<file path="src/hdl/sgm_pkg.sv">
// Package for the SiLU gate multiply block: widths, item types and the sigmoid table
// builder. It has no dependencies. Every other file in hdl imports it.
`timescale 1ns / 1ps
`default_nettype none

package sgm_pkg;

   localparam int unsigned SIGMOID_TABLE_ENTRIES = 256;
   localparam int unsigned SAMPLE_WIDTH          = 16;

   localparam int unsigned FRAC_BITS  = SAMPLE_WIDTH - 4;
   localparam int unsigned SIG_POINTS = SIGMOID_TABLE_ENTRIES + 1;
   localparam int unsigned PT_IDX_W   = $clog2(SIG_POINTS);
   localparam int unsigned P_W        = SAMPLE_WIDTH + PT_IDX_W;
   localparam int unsigned TAB_W      = 17;
   localparam int unsigned DIFF_W     = TAB_W + 1;
   localparam int unsigned CORR_W     = DIFF_W + SAMPLE_WIDTH + 1;
   localparam int unsigned SILU_W     = SAMPLE_WIDTH + TAB_W + 1;
   localparam int unsigned S24_W      = 29;
   localparam int unsigned PROD_W     = S24_W + SAMPLE_WIDTH;
   localparam int unsigned PRODUCT_W  = 32;

   localparam logic [63:0] ONE_Q30 = 64'd1 << 30;

   typedef logic signed [SAMPLE_WIDTH-1:0] sample_type;
   typedef logic [SAMPLE_WIDTH-1:0]        frac_type;
   typedef logic [TAB_W-1:0]               tab_type;
   typedef logic signed [DIFF_W-1:0]       diff_type;
   typedef logic signed [PRODUCT_W-1:0]    product_type;

   typedef struct packed {
      logic valid;
      logic last;
   } item_ctl_type;

   // Restoring division, used only while building the table.
   function automatic logic [63:0] udiv64(input logic [63:0] num, input logic [63:0] den);
      logic [63:0] rem;
      logic [63:0] quo;
      rem = '0;
      quo = '0;
      for (int b = 63; b >= 0; b--) begin
         rem = {rem[62:0], num[b]};
         if (rem >= den) begin
            rem    = rem - den;
            quo[b] = 1'b1;
         end
      end
      return quo;
   endfunction

   // Sigmoid at point i of the table, unsigned Q1.16 with 1.0 = 65536.
   function automatic tab_type sigmoid_point(input int unsigned i);
      logic [63:0] t;
      logic [63:0] twice;
      logic [63:0] distance;
      logic [63:0] y;
      logic [63:0] term;
      logic [63:0] sum;
      logic [63:0] e;
      logic [63:0] den;
      logic [63:0] s;
      t        = 64'(SIGMOID_TABLE_ENTRIES);
      twice    = 64'(i) << 1;
      distance = (twice >= t) ? (twice - t) : (t - twice);
      y        = udiv64(distance << 30, t);
      sum   = ONE_Q30;
      term  = ONE_Q30;
      for (int n = 1; n <= 16; n++) begin
         term = udiv64((term * y) >> 30, 64'(n));
         if (n[0]) begin
            sum = sum - term;
         end else begin
            sum = sum + term;
         end
      end
      e = sum;
      for (int k = 0; k < 3; k++) begin
         e = (e * e) >> 30;
      end
      den = ONE_Q30 + e;
      s   = udiv64((64'd1 << 46) + (den >> 1), den);
      if (twice < t) begin
         s = 64'd65536 - s;
      end
      return s[TAB_W-1:0];
   endfunction

endpackage

`default_nettype wire

</file>
<file path="src/hdl/sgm_product.sv">
// Stages 5 to 8: gate times sigmoid, rescale to Q24, times up, round to the Q8.24 result.
// Depends on sgm_pkg for widths and the item control type.
`timescale 1ns / 1ps
`default_nettype none

module sgm_product import sgm_pkg::*; (
   input  wire logic         clock,
   input  wire logic         reset,
   input  wire item_ctl_type in_ctl,
   input  wire tab_type      in_sig,
   input  wire sample_type   in_gate,
   input  wire sample_type   in_up,
   output logic              in_ready,
   output item_ctl_type      out_ctl,
   output product_type       out_product,
   input  wire logic         out_ready
);

   localparam int unsigned WIDE_W   = SILU_W + 8;
   localparam int unsigned ROUND_SH = (FRAC_BITS >= 8) ? (FRAC_BITS - 8) : 0;
   localparam int unsigned LEFT_SH  = (FRAC_BITS < 8) ? (8 - FRAC_BITS) : 0;
   localparam logic signed [PROD_W:0] PROD_HALF = (PROD_W + 1)'(64'd1 << (FRAC_BITS - 1));

   logic s5_en;
   logic s6_en;
   logic s7_en;
   logic s8_en;

   item_ctl_type             s5_ctl_ff;
   logic signed [SILU_W-1:0] s5_silu_ff;
   logic signed [SILU_W-1:0] s5_silu_in;
   sample_type               s5_up_ff;

   item_ctl_type             s6_ctl_ff;
   logic signed [S24_W-1:0]  s6_silu24_ff;
   logic signed [S24_W-1:0]  s6_silu24_in;
   sample_type               s6_up_ff;
   logic signed [WIDE_W-1:0] silu_wide;
   logic signed [WIDE_W-1:0] silu_scaled;

   item_ctl_type             s7_ctl_ff;
   logic signed [PROD_W-1:0] s7_prod_ff;
   logic signed [PROD_W-1:0] s7_prod_in;

   item_ctl_type             s8_ctl_ff;
   product_type              s8_product_ff;
   product_type              s8_product_in;
   logic signed [PROD_W:0]   prod_wide;
   logic signed [PROD_W:0]   prod_rounded;

   assign s8_en    = ~s8_ctl_ff.valid | out_ready;
   assign s7_en    = ~s7_ctl_ff.valid | s8_en;
   assign s6_en    = ~s6_ctl_ff.valid | s7_en;
   assign s5_en    = ~s5_ctl_ff.valid | s6_en;
   assign in_ready = s5_en;

   assign s5_silu_in = in_gate * $signed({1'b0, in_sig});

   always_ff @(posedge clock) begin
      if (reset) begin
         s5_ctl_ff <= '0;
      end else if (s5_en) begin
         s5_ctl_ff <= in_ctl;
      end
   end

   always_ff @(posedge clock) begin
      if (s5_en) begin
         s5_silu_ff <= s5_silu_in;
         s5_up_ff   <= in_up;
      end
   end

   assign silu_wide = {{(WIDE_W - SILU_W){s5_silu_ff[SILU_W-1]}}, s5_silu_ff};

   if (ROUND_SH > 0) begin : g_round
      localparam logic signed [WIDE_W-1:0] SILU_HALF = WIDE_W'(64'd1 << (ROUND_SH - 1));
      assign silu_scaled = (silu_wide + SILU_HALF) >>> ROUND_SH;
   end else begin : g_left
      assign silu_scaled = silu_wide <<< LEFT_SH;
   end

   assign s6_silu24_in = silu_scaled[S24_W-1:0];

   always_ff @(posedge clock) begin
      if (reset) begin
         s6_ctl_ff <= '0;
      end else if (s6_en) begin
         s6_ctl_ff <= s5_ctl_ff;
      end
   end

   always_ff @(posedge clock) begin
      if (s6_en) begin
         s6_silu24_ff <= s6_silu24_in;
         s6_up_ff     <= s5_up_ff;
      end
   end

   assign s7_prod_in = s6_silu24_ff * s6_up_ff;

   always_ff @(posedge clock) begin
      if (reset) begin
         s7_ctl_ff <= '0;
      end else if (s7_en) begin
         s7_ctl_ff <= s6_ctl_ff;
      end
   end

   always_ff @(posedge clock) begin
      if (s7_en) begin
         s7_prod_ff <= s7_prod_in;
      end
   end

   // Round half up to 24 fraction bits.
   assign prod_wide     = {s7_prod_ff[PROD_W-1], s7_prod_ff};
   assign prod_rounded  = (prod_wide + PROD_HALF) >>> FRAC_BITS;
   assign s8_product_in = prod_rounded[PRODUCT_W-1:0];

   always_ff @(posedge clock) begin
      if (reset) begin
         s8_ctl_ff <= '0;
      end else if (s8_en) begin
         s8_ctl_ff <= s7_ctl_ff;
      end
   end

   always_ff @(posedge clock) begin
      if (s8_en) begin
         s8_product_ff <= s8_product_in;
      end
   end

   assign out_ctl     = s8_ctl_ff;
   assign out_product = s8_product_ff;

endmodule

`default_nettype wire

</file>
<file path="config.mk">
export PLATFORM = sky130hd
export DESIGN_NAME = sgm_product
export DESIGN_NICKNAME = d
export VERILOG_FILES = /design/src/hdl/sgm_pkg.sv /design/src/hdl/sgm_product.sv
export SDC_FILE = /design/constraint.sdc
export NUM_CORES = 2
export LEC_CHECK = 0
export BUFFER_PORTS_ARGS = -buffer_cell sky130_fd_sc_hd__clkbuf_2
export CAP_MARGIN = 40
export CORE_MARGIN = 8
export CORE_UTILIZATION = 30
export DETAILED_ROUTE_END_ITERATION = 7
export PLACE_DENSITY = 0.41
export SYNTH_ARGS = -nofsm -noshare
export SYNTH_HDL_FRONTEND = slang
export SYNTH_SLANG_ARGS = --single-unit
</file>
<file path="constraint.sdc">
create_clock -name clock -period 8.4 [get_ports clock]
set_clock_uncertainty 0.2 [all_clocks]
set_input_delay 1.26 -clock clock [delete_from_list [all_inputs] [get_ports clock]]
set_output_delay 1.26 -clock clock [all_outputs]
set_load 0.03 [all_outputs]
</file>
==> summary.md <==
| Metric | Value |
|---|---|
| DRT Pass-1 Iters | 4 |
| Post-synth cell types | 62 |
| Fin. max-slew vios | 0 |
| CTS resizes | 0 |
| Post-synth top area cell | fa_1 |
| CTS tree | done |
| Clk slew on worst S/H paths | roughly 90 ps |
| Synth Area in Simple Gates | 0.152 |
| Avg WL per Cell | 16.6 um |
| Area contributors post-synth | fa_1 42%, edfxtp_1 15%, inv_1 9.5%, ha_1 9.0%, and2_1 5.9% |
| Fraction of registers with async set/reset | 0 |
| Fillers | 10600 |
| Die width | 336 um |
| Starting Density | 0.303 |
| IO Count | 89 |
| Synth Cell Area | 30800 um^2 |
| Worst hold slack | 221 ps |
| Vias | 19800 |
| Global-route usage over all layers | 0.141 |
| Number of synthesized flops with an enable pin | 156 |
| FMAX | 132 MHz |
| Share of layout cells above drive strength 1 | 0.0582 |
| Area Growth Syn to Fin | 9.15% |
| Vias/cell | around 4.3 |
| Max_cap viols | 0 |
| Largest net degree at the start of global routing | 50 |
| Critical Path Source Type | register |
| CP Capture Type | register |
| Post-synthesis adder-cell area fraction | 0.510 |
| Xor and xnor area share after synthesis | 0.0367 |
| Inst Count DP | 4567 |
| GP Congestion | 0.795 |
| Final period demand of the worst path | 7580 ps |
| Largest family of logic cells by synthesized area | adder cells |
| CP required | 8490 ps |
| Post-Syn Instances | 3181 |
| Compound-Gate Fraction of Synth Area | 0.0337 |
| Global-route wire length before repair | 125000 um |
| Hold Vio Cnt, Final | 0 |
| Post-Route WL | roughly 77000 um |
| Hold path cells | 0 |
| Num CTS Buffers | 17 |
| Final Cycle Share | 0.903 |
| Main synth FF type | edfxtp_1 |
| Final setup fails | 0 |
| Min-delay worst type | register to register |
| Gr ovfl total | 0 |
| Synthesized area per cell | 9.68 um^2 |
| DP HPWL | 63800 um |
| Drt drc | 0 |
| Warnings, synthesis | 0 |
| Vias in the first global route | between 20000 and 25000 |
| Clock sink count | 164 |
| N_diodes | 0 |
| Mux cell area share after synthesis | 0.00134 |
| CTS root buf | clkbuf_16 |
| Antenna viol nets, final | 0 |
| Setup repair bufs after CTS | 0 |
| Final Non-Filler Cells | 4599 |
| Hold_buf cts | 0 |
| Detailed router's first-iteration violation count | just under 800 |
| Initial antenna violation count | 2 |
| Seq/Total Area, Yosys | 0.157 |
| Syn_nets | 4102 |
| Flops & latches, synth | 164 |
| Bufs on Longest Clock Path | 2 |
| Slew HR | 0.403 |
| Net count, final | 4139 |
| Crit path kind | register to register |
| Arrival time worst endpoint | 7670 ps |
| RSZ-0062 raised after global routing | no |
| Chip height | 336 um |
| Status | finished, final reports clean |
| DIE AREA | 113000 um^2 |
| Core Region | 102000 um^2 |
| CP max FO | 17 |
| Row count | 117 |
| Setup_tns | 0 ps |
| PortBufs | 88 |
| Fin util | 0.330 |
| Clock latency on the worst-skew pair | around 500 ps |
| Reg2Reg Depth | 20 |
| H-Tree Depth | 4 |
| Slew at the pin closest to its max-slew limit | 896 ps |
| Synth top area share | 0.420 |
==> path summary, 6_finish.rpt <==
kind / endpoint / slack (ps) / start
hold / removal: s6_up_ff[9]$_DFFE_PP_ / 220 / s5_up_ff[9]$_DFFE_PP_
setup / recovery: s7_prod_ff[36]$_DFFE_PP_ / 820 / s6_up_ff[1]$_DFFE_PP_
setup reg to reg: s7_prod_ff[36]$_DFFE_PP_ / 820 / s6_up_ff[1]$_DFFE_PP_
hold reg to reg: s6_up_ff[9]$_DFFE_PP_ / 220 / s5_up_ff[9]$_DFFE_PP_
==> cell usage after synthesis (20+ instances only) <==
master / number
xnor2_1: 93
and2_1: 291
and3_1: 21
nand2_1: 459
nor2_1: 83
fa_1: 645
inv_1: 778
ha_1: 222
a21oi_1: 42
nand2b_1: 21
clkbuf_1: 116
xor2_1: 36
o21ai_0: 23
edfxtp_1: 156
nand3_1: 32
a21o_1: 20
==> flip-flops by register name, summed over array words and instances (netlist names) <==
signal,flops
s7_ctl_ff,2
s6_ctl_ff,2
s7_prod_ff,33
out_ctl,2
s5_ctl_ff,2
s5_up_ff,16
s5_silu_ff,30
s6_silu24_ff,29
out_product,32
s6_up_ff,16
==> layout by cell type (no fill, tap or decap), drive strengths merged, types with 6 or more instances in the layout <==
master / Yosys / layout
a21o: 21 / 21
a21oi: 42 / 42
a31o: 6 / 6
a31oi: 9 / 9
and2: 291 / 291
and3: 22 / 22
buf: 4 / 50
clkbuf: 116 / 105
dfxtp: 8 / 8
edfxtp: 156 / 156
fa: 645 / 645
ha: 222 / 222
inv: 778 / 785
nand2: 459 / 459
nand2b: 21 / 21
nand3: 32 / 32
nand4: 19 / 19
nor2: 83 / 83
nor2b: 7 / 7
nor3: 13 / 13
o21a: 8 / 8
o21ai: 24 / 24
xnor2: 93 / 93
xor2: 36 / 36
==> stage by stage <==
step	setup slack, ps	cell area (um^2)
floorplan	1220	30800
global placement	648	32800
detailed placement	594	33000
CTS	710	33600
global route	439	33600
finish	818	33600
==> critical path, cell delays in order (launching register included) <==
cell and delay [ps]:
edfxtp_1 940, nand2_1 180, fa_1 530, fa_1 530, fa_1 520, inv_1 50
fa_1 500, fa_1 500, inv_1 50, fa_1 470, inv_1 40, ha_1 330
a21o_1 220, a21o_1 170, a21oi_1 210, nand2_1 110, o2111ai_1 470, o21ai_0 330
a211o_1 460, a2111o_1 430, o311ai_0 100
==> logic make-up (layout without fill, tap and decap cells) <==
kind of cell	count (synthesis)	in the layout
buffers and inverters	898	948
and+or+nand+nor	966	966
muxes	4	4
AOI/OAI and AO/OA	153	153
DFF	164	164
adders and majority gates	867	867
xor gates and xnor gates	129	129
==> layout make-up <==
class	instances	area, um^2	area share
Tap cell	1368	1710	0.0509
Clock buffer	17	425	0.0127
Sequential cell	164	4840	0.144
Inverter	778	2920	0.0869
Timing Repair Buffer	138	918	0.0273
Clock inverter	15	205	0.00611
Multi-Input combinational cell	2119	22600	0.672
==> routing by layer <==
metal  global-route usage  part of all wire
met1                0.209              0.52
met2                0.218              0.43
met3               0.0168             0.029
met4               0.0343             0.016
met5                    0           0.00030
Power is left out: the tool's default activity adds up to more than one toggle a clock period on the data nets, which glitch-free logic cannot reach.
