### config.mk
export PLATFORM = sky130hd
export DESIGN_NAME = sgm_interp
export DESIGN_NICKNAME = d
export VERILOG_FILES = /design/src/hdl/sgm_pkg.sv /design/src/hdl/sgm_interp.sv
export SDC_FILE = /design/constraint.sdc
export NUM_CORES = 1
export LEC_CHECK = 0
export BUFFER_PORTS_ARGS = -buffer_cell sky130_fd_sc_hd__buf_2
export CORE_ASPECT_RATIO = 1.2
export CORE_MARGIN = 2
export CORE_UTILIZATION = 57
export DETAILED_ROUTE_END_ITERATION = 8
export PLACE_DENSITY = 0.84
export SLEW_MARGIN = 25
export SYNTH_ARGS = -nofsm -noshare
export SYNTH_HDL_FRONTEND = slang
export SYNTH_SLANG_ARGS = --single-unit
### constraint.sdc
create_clock -name clock -period 8.9 [get_ports clock]
set_input_delay 1.78 -clock clock [delete_from_list [all_inputs] [get_ports clock]]
set_output_delay 1.78 -clock clock [all_outputs]
set_load 0.02 [all_outputs]
### src/hdl/sgm_pkg.sv
// Package for the SiLU gate multiply block: widths, item types and the sigmoid table
// builder. It has no dependencies. Every other file in hdl imports it.
`timescale 1ns / 1ps
`default_nettype none

package sgm_pkg;

   localparam int unsigned SIGMOID_TABLE_ENTRIES = 256;
   localparam int unsigned SAMPLE_WIDTH          = 16;

   localparam int unsigned FRAC_BITS  = SAMPLE_WIDTH - 4;
   localparam int unsigned SIG_POINTS = SIGMOID_TABLE_ENTRIES + 1;
   localparam int unsigned PT_IDX_W   = $clog2(SIG_POINTS);
   localparam int unsigned P_W        = SAMPLE_WIDTH + PT_IDX_W;
   localparam int unsigned TAB_W      = 17;
   localparam int unsigned DIFF_W     = TAB_W + 1;
   localparam int unsigned CORR_W     = DIFF_W + SAMPLE_WIDTH + 1;
   localparam int unsigned SILU_W     = SAMPLE_WIDTH + TAB_W + 1;
   localparam int unsigned S24_W      = 29;
   localparam int unsigned PROD_W     = S24_W + SAMPLE_WIDTH;
   localparam int unsigned PRODUCT_W  = 32;

   localparam logic [63:0] ONE_Q30 = 64'd1 << 30;

   typedef logic signed [SAMPLE_WIDTH-1:0] sample_type;
   typedef logic [SAMPLE_WIDTH-1:0]        frac_type;
   typedef logic [TAB_W-1:0]               tab_type;
   typedef logic signed [DIFF_W-1:0]       diff_type;
   typedef logic signed [PRODUCT_W-1:0]    product_type;

   typedef struct packed {
      logic valid;
      logic last;
   } item_ctl_type;

   // Restoring division, used only while building the table.
   function automatic logic [63:0] udiv64(input logic [63:0] num, input logic [63:0] den);
      logic [63:0] rem;
      logic [63:0] quo;
      rem = '0;
      quo = '0;
      for (int b = 63; b >= 0; b--) begin
         rem = {rem[62:0], num[b]};
         if (rem >= den) begin
            rem    = rem - den;
            quo[b] = 1'b1;
         end
      end
      return quo;
   endfunction

   // Sigmoid at point i of the table, unsigned Q1.16 with 1.0 = 65536.
   function automatic tab_type sigmoid_point(input int unsigned i);
      logic [63:0] t;
      logic [63:0] twice;
      logic [63:0] distance;
      logic [63:0] y;
      logic [63:0] term;
      logic [63:0] sum;
      logic [63:0] e;
      logic [63:0] den;
      logic [63:0] s;
      t        = 64'(SIGMOID_TABLE_ENTRIES);
      twice    = 64'(i) << 1;
      distance = (twice >= t) ? (twice - t) : (t - twice);
      y        = udiv64(distance << 30, t);
      sum   = ONE_Q30;
      term  = ONE_Q30;
      for (int n = 1; n <= 16; n++) begin
         term = udiv64((term * y) >> 30, 64'(n));
         if (n[0]) begin
            sum = sum - term;
         end else begin
            sum = sum + term;
         end
      end
      e = sum;
      for (int k = 0; k < 3; k++) begin
         e = (e * e) >> 30;
      end
      den = ONE_Q30 + e;
      s   = udiv64((64'd1 << 46) + (den >> 1), den);
      if (twice < t) begin
         s = 64'd65536 - s;
      end
      return s[TAB_W-1:0];
   endfunction

endpackage

`default_nettype wire

### src/hdl/sgm_interp.sv
// Stages 3 and 4: slope times fraction, then truncated correction added to the base point.
// Depends on sgm_pkg for widths and the item control type.
`timescale 1ns / 1ps
`default_nettype none

module sgm_interp import sgm_pkg::*; (
   input  wire logic         clock,
   input  wire logic         reset,
   input  wire item_ctl_type in_ctl,
   input  wire tab_type      in_base,
   input  wire diff_type     in_diff,
   input  wire frac_type     in_frac,
   input  wire sample_type   in_gate,
   input  wire sample_type   in_up,
   output logic              in_ready,
   output item_ctl_type      out_ctl,
   output tab_type           out_sig,
   output sample_type        out_gate,
   output sample_type        out_up,
   input  wire logic         out_ready
);

   localparam logic signed [CORR_W-1:0] FRAC_MASK =
      CORR_W'((64'd1 << SAMPLE_WIDTH) - 64'd1);

   logic s3_en;
   logic s4_en;

   item_ctl_type             s3_ctl_ff;
   logic signed [CORR_W-1:0] s3_mult_ff;
   logic signed [CORR_W-1:0] s3_mult_in;
   tab_type                  s3_base_ff;
   sample_type               s3_gate_ff;
   sample_type               s3_up_ff;

   item_ctl_type             s4_ctl_ff;
   tab_type                  s4_sig_ff;
   tab_type                  s4_sig_in;
   sample_type               s4_gate_ff;
   sample_type               s4_up_ff;
   logic signed [CORR_W-1:0] corr_bias;
   logic signed [CORR_W-1:0] corr_biased;
   logic signed [CORR_W-1:0] corr;
   logic [TAB_W+1:0]         sig_sum;

   assign s4_en    = ~s4_ctl_ff.valid | out_ready;
   assign s3_en    = ~s3_ctl_ff.valid | s4_en;
   assign in_ready = s3_en;

   assign s3_mult_in = in_diff * $signed({1'b0, in_frac});

   always_ff @(posedge clock) begin
      if (reset) begin
         s3_ctl_ff <= '0;
      end else if (s3_en) begin
         s3_ctl_ff <= in_ctl;
      end
   end

   always_ff @(posedge clock) begin
      if (s3_en) begin
         s3_mult_ff <= s3_mult_in;
         s3_base_ff <= in_base;
         s3_gate_ff <= in_gate;
         s3_up_ff   <= in_up;
      end
   end

   // Bias negative values so the shift truncates toward zero.
   assign corr_bias   = s3_mult_ff[CORR_W-1] ? FRAC_MASK : '0;
   assign corr_biased = s3_mult_ff + corr_bias;
   assign corr        = corr_biased >>> SAMPLE_WIDTH;
   assign sig_sum     = {2'b00, s3_base_ff} + corr[TAB_W+1:0];
   assign s4_sig_in   = sig_sum[TAB_W-1:0];

   always_ff @(posedge clock) begin
      if (reset) begin
         s4_ctl_ff <= '0;
      end else if (s4_en) begin
         s4_ctl_ff <= s3_ctl_ff;
      end
   end

   always_ff @(posedge clock) begin
      if (s4_en) begin
         s4_sig_ff  <= s4_sig_in;
         s4_gate_ff <= s3_gate_ff;
         s4_up_ff   <= s3_up_ff;
      end
   end

   assign out_ctl  = s4_ctl_ff;
   assign out_sig  = s4_sig_ff;
   assign out_gate = s4_gate_ff;
   assign out_up   = s4_up_ff;

endmodule

`default_nettype wire

==> impl_results.md, run 1 <==
* FILL cells at 2,239
* I/O Buffers at 139
* Most frequent CP cell: fa_1
* Minimum clock period at 7.85 ns
* Root Driver: clkbuf_16
* Post-CTS Setup Inserts at 0
* Pin count of the biggest net entering global routing at 86
* Critical path fanouts, max at 18
* Slowest CP cell: fa_1
* Num ports at 140
* Layout Nets at roughly 2,200
* Crit Path Category: in2reg
* Hold Path End: out_gate[8]
* Mean area per synthesized cell at 10.4 um2
* Critical path capture point type: register
* RSZ-0062 raised after global routing: false
* Cells after DPL at 2,051
* Min-Delay Path Class: reg2reg
* Final hold viol count at 0
* Core Footprint at 0.0285 mm2
* Worst-path clk slew at 0.06 ns
* DR pass1 iterations at 5
* CTS resizes at 0
* Worst Path Arrival at 8.01 ns
* Residual DRC at 0
* CTS tree: yes
* Global-route wire length before repair at 59.8 mm
* Post-synth EDFFs at 132
* Layout cells sized above 1 at 10.1%
* Clk_skew at 0.0149 ns
* FF/Latch Area at 0.00404 mm2
* Area after DPL at 0.0174 mm2
* Synth Net Count at 2,074
* N_diodes at 0
* #FFs+latches synth at about 140
* Post-Syn Instances at 1,572
* Yosys warns at 0
* Final core occ at between 60% and 70%
* Clock latency at the later pin of the worst-skew pair at between 0.4 and 0.5 ns
* Gr ovfl total at 0
* Max-slew violations at 0
* Reg2reg start: s3_mult_ff[34]
* Longest Clk Path Bufs at 2
* Leading cell type in the layout, fill and taps excluded: inv_1
* Total routed wirelength at approximately 36 mm
* CP startpoint kind: input port
* Die Span X at roughly 160 um
* Detail Route Antenna Nets at 0
* Full die area at 0.0301 mm2
* Via-to-Cell Ratio at roughly 5.4
* Vias at approximately 11,000
* Post-synthesis sequential area ratio at 24.7%
* Commonest non-fill, non-tap cells in the layout: inv_1, fa_1, nand2_1
* Area of the multi-input gates at roughly 0.011 mm2
* Detail Placement HPWL at 28.6 mm
* GP Congestion at 0.961
* Final cell count without fillers at about 2,100
* Vias in the first global route at 12,700
* Setup_tns at 0 ns
* Headroom to the max-slew limit at 44.0%
* CP top delay family: adder cells
* Routed wire per std cell at 17.1 um
* Area delta synth->final at 9.37%
* Initial core utilization at 57.5%
* Async S/R FF share, synth at 0%
* CTS sink count at 136
* Initial antenna violation count at 0
* GRT Total Usage at about a quarter
* Crit path largest cell delay at 0.79 ns
* Initial DRC count at 542
* Ys flop type: edfxtp_1
* Hold buffers post-CTS at 0
* FP Rows at 68
* Status: finished clean
* Worst path required time at 9.06 ns
* Synth unique cells at 52
* Mapped Area at ~0.016 mm2
* Max Fclk at between 100 and 150 MHz
* Max_cap viols at 0
* Worst r2r path cells at 17
* Setup violations, final at 0
* Crit-path cells: buf_2 -> nand2_1 -> fa_1 -> inv_1 -> fa_1 -> fa_1 -> fa_1 -> fa_1 -> fa_1 -> ha_1 -> o21a_1 -> a2111oi_1 -> o31ai_1 -> a2111oi_0 -> o21bai_1 -> a21oi_1 -> xnor2_1
* Reg2Reg Setup Slack at 4.07 ns
* Clock H-tree levels at 4
* Slew @ Worst Pin at roughly 0.84 ns
* Worst r2r dst: out_sig[16]
* Worst Path Buf+Inv at 2
* Post-layout instance area at 0.0179 mm2
* Period Utilization, post-route at between 80% and 90%
* Hold path depth at 0
* Die H at around 190 um
* Cts bufs inserted at 17
* Worst Hold Launch: s3_gate_ff[8]
-- kinds of logic after synthesis --
family	count (synthesis)	share of synthesized area [%]
DFF	136	24.7
and+or+nand+nor	413	12.0
buffers and inverters	423	9.70
xor gates and xnor gates	62	3.31
muxes	2	0.130
adders and majority gates	414	45.1
AOI/OAI and AO/OA	122	5.08
-- state kept, by name, summed over array words and instances, names as in the netlist --
| name | count |
|---|---|
| out_ctl | 2 |
| out_gate | 16 |
| out_sig | 17 |
| out_up | 16 |
| s3_base_ff | 17 |
| s3_ctl_ff | 2 |
| s3_gate_ff | 16 |
| s3_mult_ff | 34 |
| s3_up_ff | 16 |
-- worst reg2reg max path, cell delays in order (launching register included) --
cell and delay [ns]:
edfxtp_1 0.77, ha_1 0.40, a2111oi_0 0.37, o21ai_1 0.13, o221ai_1 0.33, nand2_1 0.11, and2_1 0.23, and4_1 0.28
nand3_1 0.13, xnor2_1 0.09, ha_1 0.35, and3_1 0.29, and3_1 0.18, and3_1 0.20, nor2_1 0.06, a211o_1 0.29
o21ai_0 0.22, xnor2_1 0.14
-- cells in the mapped netlist (6+ instances only) --
library cell    n  area share (%)
inv_1         378             8.7
nor2b_1         6            0.23
and2_1        117             4.5
edfxtp_1      132              24
a21oi_1        39             1.2
nand3_1        16            0.49
nor3_1          7            0.21
xor2_1         14            0.75
o21ai_0        13            0.40
nor2_1         37            0.85
clkbuf_1       44             1.0
fa_1          294              36
o21a_1          8            0.37
nand2_1       202             4.6
a21o_1         17            0.78
and3_1          9            0.34
xnor2_1        48             2.6
ha_1          120             9.2
o21bai_1       10            0.46
-- final cells by class --
cell class                 count  share of cell area [%]
multi-input combinational   1013                    60.1
timing repair buffer         139                    3.88
clock buffer                  19                    2.42
inverter                     378                    7.92
clock inverter                11                   0.433
sequential                   136                    22.6
tap                          385                    2.69
-- layer usage --
layer	up-vias	global-route usage, %	wire (um)
li1	5041	-	-
met1	5553	27.2	12500
met2	465	45.9	18600
met3	174	4.03	1920
met4	0	18.1	2680
met5	-	0	0
-- through the flow --
| stage | setup slack (ns) | hold WS, ns |
|---|---|---|
| after global routing | 0.615 | 0.424 |
| final | 1.05 | 0.416 |
| after detailed placement | 0.684 | 0.405 |
| after global placement | 0.862 | 0.400 |
| after floorplan | 1.11 | 0.400 |
| after CTS | 1.10 | 0.417 |
-- how the worst max path moves through the flow --
stage / from / slack [ns] / depth (start not counted) / end
finish: in_frac[2] / 1.05 / 17 / s3_mult_ff[34]
global route: in_frac[2] / 0.61 / 17 / s3_mult_ff[34]
CTS: in_frac[2] / 1.10 / 17 / s3_mult_ff[34]
detailed placement: in_frac[2] / 0.68 / 17 / s3_mult_ff[34]
global placement: in_frac[2] / 0.86 / 17 / s3_mult_ff[34]
floorplan: in_frac[4] / 1.11 / 18 / s3_mult_ff[34]
Power of run 1 is not shown: default switching activity piles up to over one toggle a cycle in this logic, so the estimate is an artifact.
==> run 2, diff against run 1 <==
Settings changed: CORE_UTILIZATION 57 to 56, PLACE_DENSITY 0.84 to 0.86.
Clock period 8.9 ns to 6.55 ns, I/O delays scaled along.
==> run 2 against run 1 <==
Critical path depth increased by 4. Sequential cell count stayed put. Clock skew up 0.0040 ns. Global-route usage up 0.26 points. Wire length increased by 5.1%. Core utilization rose by 6.1 points. Register-to-register slack worse by 2.3 ns. Worst setup slack worse by 1.0 ns. Cell area grew 11%. Clock-buffer cell count decreased by 2. Critical path type unchanged. Critical endpoint is now s3_mult_ff[31].
==> impl_results.md, run 2 (synthesis gave the netlist of run 1 again) <==
* GP Congestion at 0.937
* CTS sink count at 136
* Area delta synth->final at 21.0%
* Most frequent CP cell: fa_1
* Clock H-tree levels at 4
* Headroom to the max-slew limit at just over 40%
* GRT Total Usage at 25.6%
* Crit Path Category: in2reg
* Core Footprint at 0.0288 mm2
* Die H at 191 um
* Reg2Reg Setup Slack at approximately 1.7 ns
* Max Fclk at 154 MHz
* Vias in the first global route at 13,200
* CP startpoint kind: input port
* Die Span X at about 160 um
* Status: finished clean
* Full die area at about 0.031 mm2
* Crit-path cells: buf_2 -> and2_4 -> fa_1 -> inv_1 -> fa_1 -> inv_1 -> fa_1 -> fa_1 -> fa_1 -> inv_1 -> fa_1 -> inv_2 -> ha_4 -> a21o_1 -> a21o_1 -> or2_1 -> a32o_2 -> o221ai_4 -> o21ai_2 -> or4b_1 -> nand3_1
* Pin count of the biggest net entering global routing at 86
* Residual DRC at 0
* CTS tree: yes
* Final hold viol count at 0
* FILL cells at 2,050
* Critical path capture point type: register
* Detail Route Antenna Nets at 0
* Longest Clk Path Bufs at 2
* Layout Nets at 2,356
* Routed wire per std cell at 16.6 um
* Clock latency at the later pin of the worst-skew pair at 0.42 ns
* Max_cap viols at 0
* Num ports at 140
* FP Rows at about 70
* Detail Placement HPWL at around 31 mm
* Grt met3 use at 3.80%
* Min-Delay Path Class: reg2reg
* Via-to-Cell Ratio at 5.24
* Root Driver: clkbuf_16
* Clk_skew at 0.0188 ns
* Period Utilization, post-route at 99.2%
* Commonest non-fill, non-tap cells in the layout: inv_1, fa_1, nand2_1
* Cts bufs inserted at 17
* Worst-path clk slew at 0.06 ns
* Max reg flops at 34
* Slew @ Worst Pin at 0.879 ns
* Gr ovfl total at 0
* Initial core utilization at 57.0%
* Layout cells sized above 1 at 21.7%
* Max-slew violations at 0
* Initial antenna violation count at 0
* Crit path largest cell delay at 0.53 ns
* Vias at 11,800
* Worst Path Arrival at roughly 6.8 ns
* Setup_tns at 0 ns
* Initial DRC count at 736
* N_diodes at 0
* Minimum clock period at 6.50 ns
* Slowest CP cell: fa_1
* Met1 Track Usage GR at 29.0%
* Global-route wire length before repair at approximately 62 mm
* Leading cell type in the layout, fill and taps excluded: inv_1
* GR Util met2 at 49.0%
* Setup violations, final at 0
* RSZ-0062 raised after global routing: true
* Critical path fanouts, max at 7
* Hold slack at 0.418 ns
* Worst path required time at 6.84 ns
* Total routed wirelength at approximately 37 mm
* I/O Buffers at 139
* Busiest grt layer: met2
* Reg with most FFs: s3_mult_ff
* DR pass1 iterations at 5
## run 2: final timing paths
| check | cells after the start | start | endpoint |
|---|---|---|---|
| worst max-delay path | 21 | in_frac[5] | s3_mult_ff[31] |
| worst min-delay path | 0 | s3_up_ff[9] | out_up[9] |
| worst max register to register | 17 | s3_mult_ff[34] | out_sig[16] |
| worst min register to register | 0 | s3_up_ff[9] | out_up[9] |
## run 2: cell type report
type                       count  area, um2  share of cell area (%)
timing repair buffer         308       2160                    10.9
clock buffer                  17        425                    2.15
clock inverter                15        189                   0.953
tap                          385        482                    2.43
multi-input combinational   1013      11100                    56.0
inverter                     378       1420                    7.16
sequential                   136       4040                    20.4
## run 2: critical path, delay by kind of cell
| kind | cells | cell delay, ns |
|---|---|---|
| fa+ha+maj | 7 | 3.18 |
| compound gates | 5 | 0.97 |
| buf+inv | 5 | 0.36 |
| simple gates | 4 | 0.96 |
## run 2: repair_timing
action,4_1_cts,5_1_grt
endpoints found under the setup margin,5,12
buffers inserted,2,7
pin swaps,15,50
gates cloned,0,1
hold buffers,0,0
resized for setup,22,83
## run 2: per-stage QoR
step	util [%]	area (um2)	setup slack, ns	cells
floorplan	-	16600	-0.292	1572
global placement	65.2	18800	-0.552	2210
detailed placement	65.2	18800	-0.770	2210
CTS	67.7	19500	0.00210	2244
global route	68.9	19800	-0.129	2252
finish	68.9	19800	0.0513	2252
## run 2: metal layers
layer / up-vias / wire (um) / part of all wire [%]
li1: 5369 / - / -
met5: - / 0 / 0
met4: 0 / 1050 / 2.8
met3: 94 / 2030 / 5.4
met1: 5923 / 13900 / 37
met2: 407 / 20500 / 55
Power of run 2 is left out for the same reason.
==> run 3, diff against run 2 <==
Settings changed: CTS_CLUSTER_SIZE from default to 24, PLACE_DENSITY 0.86 to 0.79, RECOVER_POWER from default to 50.
==> run 3 against run 2 <==
The flow now finishes with violations (max-capacitance violations, max-slew violations). Wire length decreased by 2.5%. Non-clock buffer count grew 1. Sequential cell count did not move. Cell area about the same. First-iteration DRC count down 15%. Clock skew is 0.0086 ns lower. Critical endpoint unchanged.
==> impl_results.md, run 3 (synthesis gave the netlist of run 1 again) <==
* Status: finished with violations
* Failing checks: max-capacitance violations, max-slew violations
* Crit Path Category: in2reg
* Worst Path Arrival at 6.78 ns
* Hold buffers post-CTS at 0
* Detail Placement HPWL at around 30 mm
* Critical path fanouts, max at 12
* Leading cell type in the layout, fill and taps excluded: inv_1
* Initial DRC count at 625
* Num ports at 140
* Final hold viol count at 0
* Minimum clock period at 6.49 ns
* Critical path capture point type: register
* Setup_tns at 0 ns
* Slowest CP cell: fa_1
* Core Footprint at between 0.02 and 0.03 mm2
* Slew @ Worst Pin at approximately 3.5 ns
* Detail Route Antenna Nets at 0
* Layout Nets at 2,357
* Met1 Track Usage GR at between 20% and 30%
* Vias in the first global route at 12,700
* Worst-path clk slew at roughly 0.060 ns
* Reg with most FFs: s3_mult_ff
* Setup violations, final at 0
* Clock latency at the later pin of the worst-skew pair at 0.41 ns
* Vias at about 12,000
* CP startpoint kind: input port
* Worst r2r path cells at 17
* Crit path largest cell delay at 0.55 ns
* Max Fclk at between 150 and 200 MHz
* I/O Buffers at 139
* Die Span X at approximately 160 um
* Min-Delay Path Class: reg2reg
* Headroom to the max-slew limit at -132%
* RSZ-0062 raised after global routing: true
* Period Utilization, post-route at 99.2%
* Hold path depth at 0
* Worst path required time at between 6 and 7 ns
* Initial antenna violation count at 0
* Clock H-tree levels at 4
* Residual DRC at 0
* GP Congestion at 0.921
* GR Util met2 at between 40% and 50%
* Longest Clk Path Bufs at 2
* DR pass1 iterations at 5
* Commonest non-fill, non-tap cells in the layout: inv_1, fa_1, nand2_1
* Max_cap viols at 1
* Global-route wire length before repair at 60.2 mm
* GRT Total Usage at between 20% and 30%
* FP Rows at 68
* Root Driver: clkbuf_16
* CTS sink count at 136
* Cts bufs inserted at 17
* Area delta synth->final at 20.9%
* Via-to-Cell Ratio at ~5.2
* Max reg flops at 34
* Full die area at a little over 0.03 mm2
* Busiest grt layer: met2
* Clk_skew at 0.0102 ns
* Die H at 191 um
* Initial core utilization at ~57%
* Max-slew violations at 86
* CTS tree: yes
* Gr ovfl total at 0
* Grt met3 use at 4.34%
* Layout cells sized above 1 at 19.0%
* Total routed wirelength at 36.5 mm
* Crit-path cells: buf_6 -> buf_4 -> nand2_1 -> fa_1 -> inv_1 -> fa_1 -> inv_1 -> fa_1 -> inv_1 -> fa_2 -> fa_1 -> inv_1 -> fa_1 -> inv_1 -> ha_4 -> a21o_1 -> a21o_1 -> or2_1 -> a32o_2 -> o221ai_4 -> o21ai_2 -> or4b_1 -> nand3_1
* Pin count of the biggest net entering global routing at 86
* Routed wire per std cell at 16.2 um
[run 3: cell types whose count changed in the layout (fill, tap and decap cells not counted), moves of 3 or more]
cell and change:
buf_4 -5, and2_4 +4, buf_6 +7, inv_2 +3
clkbuf_1 +57, and2_1 -5, buf_2 -58, inv_1 -3
[run 3: final timing paths]
path	start	end	slack, ns
worst max register to register	s3_mult_ff[34]	out_sig[16]	1.81
worst max-delay path	in_frac[8]	s3_mult_ff[31]	0.06
worst min-delay path	s3_gate_ff[3]	out_gate[3]	0.41
worst min register to register	s3_gate_ff[3]	out_gate[3]	0.41
[run 3: final cells by class]
class,count,area (um2)
timing repair buffer,309,2150
inverter,378,1420
fill,2160,8940
tap,385,482
multi-input combinational,1013,11100
clock inverter,15,199
antenna,1,2.50
clock buffer,17,425
sequential,136,4040
[run 3: what timing repair did]
action / 4_1_cts / 5_1_grt
cloned: 0 / 4
setup buffers: 0 / 12
pin swaps: 2 / 71
gates resized for setup: 10 / 121
setup endpoints to repair: 4 / 10
[run 3: through the flow]
step	area, um2	worst slack (ns)	cells	hold WS [ns]	utilization, %
after floorplan	16600	-0.292	1572	0.400	-
after global routing	19800	-0.156	2253	0.418	68.9
after global placement	18700	-0.527	2205	0.400	65.1
after CTS	19400	-0.0191	2237	0.419	67.4
final	19800	0.0552	2254	0.414	68.9
after detailed placement	18700	-0.626	2205	0.405	65.1
[run 3: critical path, delay by kind of cell]
| kind | cells | cell delay, ns |
|---|---|---|
| adders and majority gates | 7 | 2.92 |
| AOI/OAI and AO/OA | 5 | 0.98 |
| and+or+nand+nor | 4 | 0.86 |
| buffers and inverters | 7 | 0.70 |
[run 3: per-layer routing]
| metal | up-vias | part of all wire, % |
|---|---|---|
| li1 | 5382 | - |
| met4 | 0 | 4.5 |
| met5 | - | 0 |
| met2 | 284 | 53 |
| met3 | 112 | 4.3 |
| met1 | 5889 | 38 |
Power of run 3 is left out for the same reason.
